## src/rtl/image_convolution_2d_macros.svh

```systemverilog
// Assertion macros shared by the convolution block.
`ifndef IMAGE_CONVOLUTION_2D_MACROS_SVH
`define IMAGE_CONVOLUTION_2D_MACROS_SVH

`ifndef ASSERT_OFF
// Checks a property on every rising clock edge outside reset.
`define ICV_ASSERT(lbl, clk, rst_n, prop) \
	lbl: assert property (@(posedge clk) disable iff (!rst_n) prop) \
	else $error("convolution assertion failed");
// Checks that a condition never holds outside reset.
`define ICV_NEVER(lbl, clk, rst_n, expr) \
	lbl: assert property (@(posedge clk) disable iff (!rst_n) !(expr)) \
	else $error("convolution assertion failed");
`else
`define ICV_ASSERT(lbl, clk, rst_n, prop)
`define ICV_NEVER(lbl, clk, rst_n, expr)
`endif

`endif

```

## src/rtl/icv_pkg.sv

```systemverilog
// Shared types, codes and default sizes of the 2-D convolution block.
`timescale 1ns / 1ps

package icv_pkg;

	// Default maximum frame and kernel sizes.
	localparam int DEF_MAX_WIDTH    = 128;
	localparam int DEF_MAX_HEIGHT   = 128;
	localparam int DEF_MAX_CHANNELS = 4;
	localparam int DEF_MAX_RADIUS   = 3;

	// Requested register values after reset, before saturation.
	localparam int RST_WIDTH    = 128;
	localparam int RST_HEIGHT   = 128;
	localparam int RST_CHANNELS = 1;
	localparam int RST_RADIUS   = 1;

	// Field widths.
	localparam int PIX_W  = 8;
	localparam int COEF_W = 16;
	localparam int OFF_W  = 4;

	// Item function codes.
	localparam logic [1:0] FUNC_COEF    = 2'd0;
	localparam logic [1:0] FUNC_PIXEL   = 2'd1;
	localparam logic [1:0] FUNC_COMPUTE = 2'd2;

	// Configuration register indexes.
	localparam logic [1:0] REG_WIDTH    = 2'd0;
	localparam logic [1:0] REG_HEIGHT   = 2'd1;
	localparam logic [1:0] REG_CHANNELS = 2'd2;
	localparam logic [1:0] REG_RADIUS   = 2'd3;

	typedef logic signed [COEF_W-1:0] coef_t;
	typedef logic [PIX_W-1:0] pix_t;

	// Control of the multiply-accumulate unit.
	typedef struct packed {
		logic clr;
		logic tap_vld;
	} mac_ctrl_t;

endpackage

```

## src/rtl/icv_mac.sv

```systemverilog
// Shared multiply-accumulate unit with the final shift and clamp to a byte.
`timescale 1ns / 1ps

module icv_mac #(
	parameter int TAPS = 49
) (
	input  logic              clk,
	input  logic              arst_n,
	input  icv_pkg::mac_ctrl_t ctrl,
	input  icv_pkg::coef_t    coef,
	input  icv_pkg::pix_t     pix,
	output icv_pkg::pix_t     sat_byte
);

	localparam int PROD_W = icv_pkg::COEF_W + icv_pkg::PIX_W + 1;
	localparam int ACC_W  = PROD_W + $clog2(TAPS) + 1;

	logic signed [PROD_W-1:0] prod_s4;
	logic                     vld_s4;
	logic signed [ACC_W-1:0]  acc_q;

	// Product stage.
	always_ff @(posedge clk) begin
		prod_s4 <= coef * $signed({1'b0, pix});
	end

	always_ff @(posedge clk or negedge arst_n) begin
		if (!arst_n) begin
			vld_s4 <= 1'b0;
		end else begin
			vld_s4 <= ctrl.tap_vld;
		end
	end

	// Accumulator, cleared when a new window starts.
	always_ff @(posedge clk) begin
		if (ctrl.clr) begin
			acc_q <= '0;
		end else if (vld_s4) begin
			acc_q <= acc_q + ACC_W'(prod_s4);
		end
	end

	// Drop the eight fraction bits and clamp to 0..255.
	always_comb begin
		if (acc_q[ACC_W-1]) begin
			sat_byte = '0;
		end else if (acc_q[ACC_W-2:16] != '0) begin
			sat_byte = 8'd255;
		end else begin
			sat_byte = acc_q[15:8];
		end
	end

endmodule

```

## config.mk

```make
export PLATFORM = sky130hd
export DESIGN_NAME = icv_mac
export DESIGN_NICKNAME = d
export VERILOG_FILES = /design/src/rtl/image_convolution_2d_macros.svh /design/src/rtl/icv_pkg.sv /design/src/rtl/icv_mac.sv
export SDC_FILE = /design/constraint.sdc
export NUM_CORES = 1
export LEC_CHECK = 0
export BUFFER_PORTS_ARGS = -buffer_cell sky130_fd_sc_hd__buf_2
export CAP_MARGIN = 20
export CORE_MARGIN = 8
export CORE_UTILIZATION = 45
export CTS_CLUSTER_SIZE = 30
export DETAILED_ROUTE_END_ITERATION = 7
export PLACE_DENSITY_LB_ADDON = 0.1
export SLEW_MARGIN = 20
export SYNTH_ARGS = -nofsm -noshare
export SYNTH_HDL_FRONTEND = slang
export SYNTH_SLANG_ARGS = --single-unit
```

## constraint.sdc

```tcl
create_clock -name clk -period 7.2 [get_ports clk]
set_input_delay 0.72 -clock clk [delete_from_list [all_inputs] [get_ports clk]]
set_output_delay 0.72 -clock clk [all_outputs]
set_load 0.03 [all_outputs]
```

# Yosys cells after proc, flatten, opt, wreduce, memory -nomap -nowiden
# Cells that the tools add are included.
[op_classes]
n_addsub = 1
n_mul = 1
mux = 2
reduce_logical = 1
[ops]
columns = ["op", "n"]
rows = [
  ["$add A32 B25 Y32", 1],
  ["$mul A16 B9 Y25", 1],
  ["$mux W8", 2],
  ["$reduce_bool A15 Y1", 1],
]
[word_totals]
register_bits = 58
input_bits = 28
out_inout_bits = 8
wordCells = 8

# Logic depth before layout (Yosys ltp)
[logic_depth]
depth_word = 3
ltp_mapped = 20

# Worst setup path after synthesis
# No wires, ideal clock.
[synth_timing]
kind = "input port to flip-flop"
from = "in pix[2]"
to = "reg prod_s4[24]"
setup_ns = 0.121
arrival_time_ns = 4.879
path_slack_ns = 2.200
path_stages = 19
n_path_buf = 1
cell_sequence = "clkbuf_1 -> nand2_1 -> fa_1 -> inv_1 -> fa_1 -> inv_1 -> fa_1 -> fa_1 -> inv_1 -> ha_1 -> o21ai_0 -> nor2_1 -> o41ai_1 -> o211a_1 -> o31ai_1 -> nand2_1 -> o21ai_0 -> a21oi_1 -> xnor2_1"
[synth_via]
elab_chain_len = 1
[synth_rtl]
columns = ["item", "line", "rtl"]
rows = [
  ["start: declaration", "icv_mac.sv:11", "input icv_pkg::pix_t pix,"],
  ["$mul A16 B9 Y25", "icv_mac.sv:24", "prod_s4 <= coef * $signed({1'b0, pix});"],
  ["end signal: assignment", "icv_mac.sv:24", ""],
  ["end: declaration", "icv_mac.sv:18", "logic signed [PROD_W-1:0] prod_s4;"],
]
# Every way passes these cells.
# A chain may end at the register's enable or synchronous reset.

# Worst setup path after layout
# Ends and elaborated chain as after synthesis.

==> qor.yml <==
power_per_cell_area_nw_per_um2: 412
synthesis.area_um2: 8010
layout.cells.non_filler: 1197
skew_ns: 0.00680
timing.critical_path.to: "prod_s4[24]$_DFF_P_"
die-height_um: 149
synthDistinctLibCells: 61
reg2reg_slack_ns: 3.83
hold_slack_final_ns: 0.155
total_number_of_nets_in_the_final_design: 1175
asr_flop_ratio_synth_pct: 1.72
antenna_cells_inserted: 0
crit_start: "pix[2]"
report.final.hold_viol_count: 0
cts_bufs_inserted: 9
reg2reg_from: "acc_q[0]$_SDFFE_PP0P_"
drt_iter0_drc: 211
yosys.cell_count.top_type: "inv_1"
setup_failing_eps_final: 0
layout.core_utilization_pct: 49.2
synth_largest_type_area_fraction_pct: 25.7
critical_path.most_common_cell: "fa_1"
synth_top_area_cell: "fa_1"
detail_route.wl_per_cell_um: 13.4
ys.flop_type: "dfxtp_1"
arrival_worst_endpoint_ns: 5.32
gp_congestion: 0.778
end_kind: "flop"
place.port_buffers: 35
die_width_um: 149
grt_first_pass_wirelength_mm: 28.6
critPathRequiredTime_ns: 7.45
worstPathCellList: "buf_2 > nand2_1 > fa_1 > inv_1 > fa_1 > ha_1 > inv_1 > fa_1 > inv_1 > fa_1 > a211oi_1 > nor2_1 > o41ai_1 > o211a_1 > o31ai_1 > nand2_1 > o21ai_0 > a21oi_1 > xnor2_1"
cts.sinks: 58
total_routed_length_mm: 16.0
postCtsHoldBufs: 0
count_of_buffers_added_by_post_cts_timing_repair_for_setup: 0
synth.area.top_cells: "fa_1 26%, dfxtp_1 14%, ha_1 13%"
setup_total_negative_slack_ns: 0
grt_remaining_overflow: 0
max-slew-margin-rel_pct: 40.7
num_vias: 5883
max_cap_viols: 0
cts_tree: "yes"
post_synthesis_net_count: 1150
synth-seq-cells: 58
syn_area_per_cell_um2: 8.54
drtAntennaViolNets: 0
initial_utilization_pct: 45.2
regToRegEndpoint: "acc_q[24]$_SDFFE_PP0P_"
ioPinCount: 36
slew_violations: 0
max_incr_delay_on_cp_ns: 0.54
timing_worst_slew_pin_value_ns: 0.890
max_clock_freq_mhz: 197
portion_of_the_clock_cycle_consumed_by_the_worst_path_in_the_final_layout_pct: 70.5
total_leakage_power_nw: 4.36
floorplan.die_area_um2: 22300
layout.filler_cells: 1705
gr-usage-all-layers_pct: 15.5
row_count: 49
drive_gt1_share_pct: 6.51
postSynthCellCount: 938
antenna_violations_before_repair: 0
clk_latency_ns: 0.33
syn2layout_area_growth_pct: 8.88
clock_path_buffers: 2
place_inst: 1181
cts.reportedPaths.clkPinSlew_ns: 0.05
post-dp-hpwl_mm: 13.1
grt_setup_unrepaired: "no"
timing_worst_setup_path_type: "input port to flop"
vdd.ir_drop.worst_v: 0.000226
grt_max_degree: 51
finalPower_w: 0.00360
drc_errors: 0
timing.reg2reg.worst_path_depth: 12
critical_path_peak_fanout: 16
cts-resized-gates: 0
cp-start-kind: "input port"
yosys_warnings: 0
post-route-min-period_ns: 5.07
core_area_um2: 17700
vias_per_cell: 4.91
vias_in_the_first_global_route: 6140
ctsRootBufferMaster: "clkbuf_16"
firstDrtPassIters: 4
hold_class: "input port to asynchronous set/reset pin"
synth-edff-count: 0
synthTopCellsByCount: "163 x inv_1, 103 x fa_1, 81 x ha_1"
cp_slowest_cell: "fa_1"
yosysSeqAreaShare_pct: 14.6
outcome: "complete, no violations"
h-tree-depth: 3
-- routing by layer --
metal | vias up | global-route usage, % | routed length (µm)
met3 | 11 | 1.94 | 412
met5 | - | 0 | 0
met1 | 2710 | 22.6 | 8750
met2 | 71 | 23.3 | 6690
met4 | 0 | 4.44 | 197
li1 | 3091 | - | -
-- kinds of logic after synthesis --
group | after synthesis | share of synthesized area, %
DFF | 58 | 14.6
and+or+nand+nor | 315 | 20.4
adders and majority gates | 184 | 38.4
xor gates and xnor gates | 42 | 4.59
buffers and inverters | 185 | 8.68
muxes | 18 | 2.25
AOI/OAI and AO/OA | 136 | 11.1
-- critical path: cells and delay by family --
| family | cells | cell delay [ns] |
|---|---|---|
| AO/OA/AOI/OAI | 6 | 1.41 |
| XOR/XNOR | 1 | 0.15 |
| adder cells (fa/ha/maj) | 5 | 2.29 |
| buffers and inverters | 4 | 0.42 |
| AND/OR/NAND/NOR | 3 | 0.32 |
-- registers in the layout (all words and copies together) (netlist names) --
name,flops
prod_s4,25
acc_q,32
vld_s4,1
-- report_power, final --
part	total [W]	leakage (nW)	internal [W]	switching (W)
Combinational	0.00256	3.72	0.00113	0.00144
Clock	0.000449	0.154	0.000305	0.000144
Sequential	0.000587	0.486	0.000485	0.000102
-- cell type report --
class                   instances  area (µm²)  area share [%]
multi-input cells             695        6150            70.5
flip-flops and latches         58        1170            13.4
inverters                     163         612            7.01
well taps                     229         287            3.28
clock buffers                  13         280            3.21
repair buffers                 36         183            2.09
clock inverters                 3        45.0           0.516
-- cells in the final DEF, fill, tap and decap left out, drive strengths merged, types with 3 or more instances in the layout --
master and n:
nand2 79, o21ai 30, a21boi 3, nand4b 3, a211oi 12, and3 6
o21bai 4, or3 4, buf 36, ha 81, clkbuf 13, nor2 67
a21oi 43, xnor2 23, o22ai 4, mux2i 18, inv 163, nor3 8
or2 3, nor2b 7, nor4 4, o211ai 5, a21o 11, o21a 3
nand3 9, and2 80, dfxtp 57, nor4b 3, xor2 19, fa 103
nand4 6, nand2b 18, nor3b 8
-- stage by stage --
stage | instance area [µm²] | worst slack (ns)
finish | 8730 | 2.13
global route | 8730 | 1.77
CTS | 8730 | 2.12
detailed placement | 8400 | 1.76
global placement | 8400 | 1.82
floorplan | 8010 | 2.20
-- worst min-delay path by stage --
stage                                       end  slack, ns  cells after the start
after floorplan                vld_s4$_DFF_PN0_       0.42                      0
after global placement    acc_q[4]$_SDFFE_PP0P_       0.46                      2
after detailed placement  acc_q[4]$_SDFFE_PP0P_       0.48                      2
after CTS                      vld_s4$_DFF_PN0_       0.14                      1
after global routing           vld_s4$_DFF_PN0_       0.14                      1
final                          vld_s4$_DFF_PN0_       0.15                      1
Note: power is estimated with default switching activity, not from simulation.
