File: config.mk
export PLATFORM = sky130hd
export DESIGN_NAME = icv_coef_ram
export DESIGN_NICKNAME = d
export VERILOG_FILES = /design/src/rtl/image_convolution_2d_macros.svh /design/src/rtl/icv_pkg.sv /design/src/rtl/icv_coef_ram.sv
export SDC_FILE = /design/constraint.sdc
export NUM_CORES = 1
export LEC_CHECK = 0
export ABC_AREA = 0
export BUFFER_PORTS_ARGS = -buffer_cell sky130_fd_sc_hd__buf_2
export CELL_PAD_IN_SITES_DETAIL_PLACEMENT = 1
export CELL_PAD_IN_SITES_GLOBAL_PLACEMENT = 1
export CORE_MARGIN = 3
export CORE_UTILIZATION = 29
export CTS_CLUSTER_DIAMETER = 60
export DETAILED_ROUTE_END_ITERATION = 6
export GPL_ROUTABILITY_DRIVEN = 0
export PLACE_DENSITY_LB_ADDON = 0.1
export SETUP_SLACK_MARGIN = 0.5
export SKIP_LAST_GASP = 1
export SLEW_MARGIN = 20
export SYNTH_ARGS = -nofsm -noshare
export SYNTH_HDL_FRONTEND = slang
export SYNTH_SLANG_ARGS = --single-unit
File: constraint.sdc
create_clock -name clk -period 2.21 [get_ports clk]
set_input_delay 0.1105 -clock clk [delete_from_list [all_inputs] [get_ports clk]]
set_output_delay 0.1105 -clock clk [all_outputs]
set_load 0.02 [all_outputs]
File: src/rtl/image_convolution_2d_macros.svh
// Assertion macros shared by the convolution block.
`ifndef IMAGE_CONVOLUTION_2D_MACROS_SVH
`define IMAGE_CONVOLUTION_2D_MACROS_SVH

`ifndef ASSERT_OFF
// Checks a property on every rising clock edge outside reset.
`define ICV_ASSERT(lbl, clk, rst_n, prop) \
	lbl: assert property (@(posedge clk) disable iff (!rst_n) prop) \
	else $error("convolution assertion failed");
// Checks that a condition never holds outside reset.
`define ICV_NEVER(lbl, clk, rst_n, expr) \
	lbl: assert property (@(posedge clk) disable iff (!rst_n) !(expr)) \
	else $error("convolution assertion failed");
`else
`define ICV_ASSERT(lbl, clk, rst_n, prop)
`define ICV_NEVER(lbl, clk, rst_n, expr)
`endif

`endif

File: src/rtl/icv_pkg.sv
// Shared types, codes and default sizes of the 2-D convolution block.
`timescale 1ns / 1ps

package icv_pkg;

	// Default maximum frame and kernel sizes.
	localparam int DEF_MAX_WIDTH    = 128;
	localparam int DEF_MAX_HEIGHT   = 128;
	localparam int DEF_MAX_CHANNELS = 4;
	localparam int DEF_MAX_RADIUS   = 3;

	// Requested register values after reset, before saturation.
	localparam int RST_WIDTH    = 128;
	localparam int RST_HEIGHT   = 128;
	localparam int RST_CHANNELS = 1;
	localparam int RST_RADIUS   = 1;

	// Field widths.
	localparam int PIX_W  = 8;
	localparam int COEF_W = 16;
	localparam int OFF_W  = 4;

	// Item function codes.
	localparam logic [1:0] FUNC_COEF    = 2'd0;
	localparam logic [1:0] FUNC_PIXEL   = 2'd1;
	localparam logic [1:0] FUNC_COMPUTE = 2'd2;

	// Configuration register indexes.
	localparam logic [1:0] REG_WIDTH    = 2'd0;
	localparam logic [1:0] REG_HEIGHT   = 2'd1;
	localparam logic [1:0] REG_CHANNELS = 2'd2;
	localparam logic [1:0] REG_RADIUS   = 2'd3;

	typedef logic signed [COEF_W-1:0] coef_t;
	typedef logic [PIX_W-1:0] pix_t;

	// Control of the multiply-accumulate unit.
	typedef struct packed {
		logic clr;
		logic tap_vld;
	} mac_ctrl_t;

endpackage

File: src/rtl/icv_coef_ram.sv
// Kernel coefficient memory with per-entry valid bits that reset clears.
`timescale 1ns / 1ps

module icv_coef_ram #(
	parameter int DEPTH = 49
) (
	input  logic                            clk,
	input  logic                            arst_n,
	input  logic                            wr_en,
	input  logic [((DEPTH > 1) ? $clog2(DEPTH) : 1)-1:0] wr_addr,
	input  icv_pkg::coef_t                  wr_data,
	input  logic [((DEPTH > 1) ? $clog2(DEPTH) : 1)-1:0] rd_addr,
	output icv_pkg::coef_t                  rd_data
);

	icv_pkg::coef_t mem [DEPTH];
	logic [DEPTH-1:0] vld_q;
	icv_pkg::coef_t rd_data_q;

	// Valid bits: an entry reads as zero until it is written.
	always_ff @(posedge clk or negedge arst_n) begin
		if (!arst_n) begin
			vld_q <= '0;
		end else if (wr_en) begin
			vld_q[wr_addr] <= 1'b1;
		end
	end

	// Storage write port.
	always_ff @(posedge clk) begin
		if (wr_en) begin
			mem[wr_addr] <= wr_data;
		end
	end

	// Registered read port.
	always_ff @(posedge clk) begin
		rd_data_q <= vld_q[rd_addr] ? mem[rd_addr] : '0;
	end

	assign rd_data = rd_data_q;

endmodule

# Word-level counts from Yosys, hierarchy flattened
# Memories as Yosys holds them, arrays and structs flattened. A register that Yosys moved wholly into a read port is not among the register bits.
# Index checks and enable logic that the tools add are counted.
# word_totals
ff_bits,49
ram_bits,784
input_bits,31
out_inout_bits,16
wordCells,14
n_memories,1
# memory_table
name,depth,word_bits,rd,rd_clocked_by_memory_dff,wr,line,text
mem,49,16,1,1,1,icv_coef_ram.sv:16,icv_pkg::coef_t mem [DEPTH];
# op_classes
n_lt_le_gt_ge,3
muxes,6
bitwise,1
n_reduce_logical,2
# ops
cell,n
OR 49 bit,1
"< comparator 6 x 7 -> 1 bit, second input constant",2
binary-select mux 1 bit (select 6 bit),1
demux 1 bit (select 6 bit),1
">= comparator 6 x 1 -> 1 bit, second input constant",1
two-way mux 1 bit,4
logical AND 1 bit,1
zero test 1 bit,1

# Longest topological paths before layout
# logic_depth
ltp_word,5
ltp_mapped,10
ltp_nobuf,5

# Worst setup path before layout
# Ideal clock, no wire load.
# synth_path
path_type,input to register
from,input port wr_addr[4] (netlist bit)
to,memory mem[20][0] (netlist bit) (enable)
setup_time_ns,0.411
arrival_time_ns,1.604
t_required_ns,1.799
setup_slack_ns,0.196
stages,3
path_buffers,0
cell_sequence,nor2b_1 > nand2_1 > nor3_1
# synth_rtl
item,line,text
from (decl),icv_coef_ram.sv:10,"input logic [((DEPTH > 1) ? $clog2(DEPTH) : 1)-1:0] wr_addr,"
to (decl),icv_coef_ram.sv:16,
# Straight into the memory's write port.

# Final worst setup path
# layout_path
from,register vld_q[30]
to,register rd_data_q[12] (netlist: rd_data[12]) (read register of mem)
# layout_between
elab_chain_len,3
# layout_rtl
item,line,text
from (decl),icv_coef_ram.sv:17,logic [DEPTH-1:0] vld_q;
from (signal assigned),icv_coef_ram.sv:23,vld_q <= '0;
"from (signal, indexed assignment)",icv_coef_ram.sv:25,vld_q[wr_addr] <= 1'b1;
binary-select mux 1 bit (select 6 bit),icv_coef_ram.sv:38,rd_data_q <= vld_q[rd_addr] ? mem[rd_addr] : '0;
two-way mux 1 bit (not written as such),icv_coef_ram.sv:38,
zero test 1 bit (no source line),-,
to (decl),icv_coef_ram.sv:18,icv_pkg::coef_t rd_data_q;
# Every way passes these cells. The select of a mux whose other input is x is not followed.
# A chain may end at the register's enable or synchronous reset.

==> out/qor.yml <==
layout:
  regArea_um2: 25100
  final_net_count: 1924
  drive_above_1_share_pct: 39.2
  fin_cells: 3471
  syn_to_final_growth_pct: 25.3
  n_fill_cell: 10900
  multiInputGateArea_um2: 7270
cts:
  clk_latency_ns: 0.67
  tritoncts: "built"
  htree_levels: 3
  cts-root-buf: "clkbuf_16"
  cts_buffers: 100
  clock_sinks: 849
  clk_pin_slew_ns: 0.06
  clockBufferDepth: 3
floorplan:
  die_y_um: 341
  die_x_um: 341
  core_um2: 111000
  initial_core_util_pct: 29.3
  io_pins: 47
  die_area_um2: 116000
  num_rows: 122
sta:
  rsz0062_at_grt: "true"
  fin_crit_sh_pct: 98.4
  fmax_mhz: 460
  hold_viol: 0
  worst_pin_slew_ns: 0.921
  setup_slack_ns: 0.0362
  setup-violations-final: 0
  drv_slew: 0
  min_period_ns: 2.17
  slew_headroom_pct: 38.6
  fin_skew_ns: 0.0307
  totalNegativeSetupSlack_ns: 0
min_path:
  min_path_type: "primary input to flip-flop"
  holdPathStages: 1
  holdPathEnd: "mem[41][9]"
  hp-start: "wr_data[9]"
grt:
  grt_overflow: 0
  antenna_found_initial: 12
  first_global_vias: 18200
  track_usage_pct: 17.4
  grt_pass1_wl_um: 143000
  grt_start_max_net_pins: 50
power_and_ir_drop:
  p_leak_nw: 13.7
  irDropWorstVdd_mv: 0.578
  powerDensity_nw_per_um2: 931
  finalPower_mw: 38.0
run_status:
  status: "finished clean"
synthesis:
  async_flop_share_pct: 5.77
  ys.flop_type: "edfxtp_1"
  synth_xor_area_share_pct: 0
  synthCells: 1552
  yosysSeqAreaShare_pct: 77.0
  syn_area_um2: 32600
  synth_mux_area_share_pct: 14.8
  synth_top_family_by_area: "multiplexers"
  synth_compound_area_share_pct: 3.85
  syn_avg_cell_area_um2: 21.0
  yosys_warnings: 0
  synth_fa_ha_area_share_pct: 0
  ys_seq_elements: 849
  syn-num-nets: 1583
  synth_cell_types: 49
  synth_simple_gate_area_share_pct: 2.71
  synth-edff-count: 784
placed_design:
  io_buffers: 46
  dp_hpwl_um: 65500
  dp_cells: 3264
  pre_cts_slack_ns: -0.448
routing:
  drc: 0
  wl_per_cell_um: 29.1
  vias: 16800
  avgViaCountPerCell: 4.85
  ant_nets: 0
  drtPass1Iterations: 5
  wl_um: 101000
  initialDrtViolationCount: 1231
setup_path:
  crit_path_max_fanout: 6
  max_stage_delay_ns: 0.51
  start_kind: "flip-flop"
  crit_type: "flip-flop to flip-flop"
  rr_startpoint: "vld_q[30]"
  cp-end-kind: "flip-flop"
  crit_chain: "mux4_2, mux2_4, a221oi_4, a311o_4, buf_6, a2bb2oi_2, buf_4"
  worst-r2r-cell-count: 7
  critPathSlowestCell: "mux4_2"
  cp.arrival_ns: 2.74
  cp_data_required_time_ns: 2.78
  r2r_end: "rd_data[12]"
  r2r_slack_ns: 0.04
run:
  cap_violations: 0
## state kept, by name (all words and copies together), names as in the netlist
signal / flops
rd_data: 16
vld_q: 49
mem: 784
## metal layers
| layer | track usage (%) | wire [um] |
|---|---|---|
| met4 | 3.90 | 1730 |
| met3 | 3.24 | 4940 |
| met2 | 27.6 | 47400 |
| met1 | 25.0 | 47000 |
| met5 | 0 | 0 |
## through the flow
step                      instance area (um2)  hold WS, ns  util, %
final                                   40800       0.0347     36.7
after global routing                    40800       0.0280     36.7
after CTS                               40800      0.00298     36.7
after detailed placement                37000        0.119     33.3
after global placement                  37000        0.114     33.3
after floorplan                         32800       -0.185        -
## cells by family after synthesis
family	after synthesis
and+or+nand+nor	173
DFF	849
AOI/OAI and AO/OA	166
buffers and inverters	89
muxes	275
## report_power, final
group | leakage (nW) | switching, mW | internal, mW
clock | 1.73 | 6.78 | 10.7
sequential | 7.80 | 0.121 | 17.8
combinational | 4.19 | 1.46 | 1.10
total | 13.7 | 8.36 | 29.6
## cells in the final DEF, fill, tap and decap left out, types with 42 or more instances in the layout
master / count
buf_12: 55
buf_2: 43
buf_4: 210
clkbuf_16: 103
dfrtp_1: 49
edfxtp_1: 784
mux2i_1: 89
mux4_2: 163
nor2_2: 42
or2_2: 49
## how the worst max path moves through the flow
stage	slack (ns)	to	startpoint
final	0.04	rd_data[12]	vld_q[30]
after global routing	-0.009	rd_data[12]	vld_q[30]
after CTS	0.003	rd_data[12]	vld_q[30]
after detailed placement	-0.45	rd_data[0]	rd_addr[0]
after floorplan	0.35	mem[46][0]	wr_addr[1]
after global placement	-0.43	rd_data[0]	rd_addr[0]
## synth_stat cells, types with 2 or more instances
master	n	area share, %
a221oi_1	15	0.40
or2_2	49	0.94
and2_1	4	0.077
buf_1	3	0.035
o32ai_1	12	0.32
inv_1	3	0.035
a22oi_1	29	0.67
or3_1	2	0.038
dfrtp_1	49	3.8
buf_2	19	0.29
buf_4	13	0.30
nor2_1	59	0.68
nand2_1	18	0.21
a2bb2oi_1	4	0.11
clkbuf_1	32	0.37
buf_6	19	0.66
a21oi_1	29	0.45
mux4_2	163	11
nand3_1	6	0.092
nand3b_1	2	0.046
edfxtp_1	784	72
o21ai_0	5	0.077
o221ai_1	14	0.38
nand2b_1	4	0.077
nor2b_1	16	0.31
a2111oi_0	11	0.30
dfxtp_1	16	0.98
nor3_1	7	0.11
a22o_1	7	0.19
a211oi_1	11	0.25
mux2_2	23	0.79
a21o_1	2	0.046
o22ai_1	18	0.35
mux2i_1	89	2.7
## critical path, delay by kind of cell (launching register included)
kind | cells | cell delay, ns
buffers and inverters | 2 | 0.27
DFF | 1 | 0.38
AOI/OAI and AO/OA | 3 | 0.60
muxes | 2 | 0.82
## area by class of cell
class	instances	share of cell area, %
diodes	5	0.0306
clock buffers	114	6.44
clock inverters	73	2.18
inverters	3	0.0276
multi-input cells	614	17.8
flip-flops and latches	849	61.4
well taps	1488	4.56
repair buffers	325	7.52
## what timing repair did
item | in CTS | in global routing
setup buffers | 1 | 0
hold buffers | 14 | 0
setup endpoints to repair | 16 | 16
resized for setup | 11 | 5
endpoints found under the hold margin | 209 | 0
pin swaps | 3 | 2
Note: power is estimated with default switching activity, not from simulation.
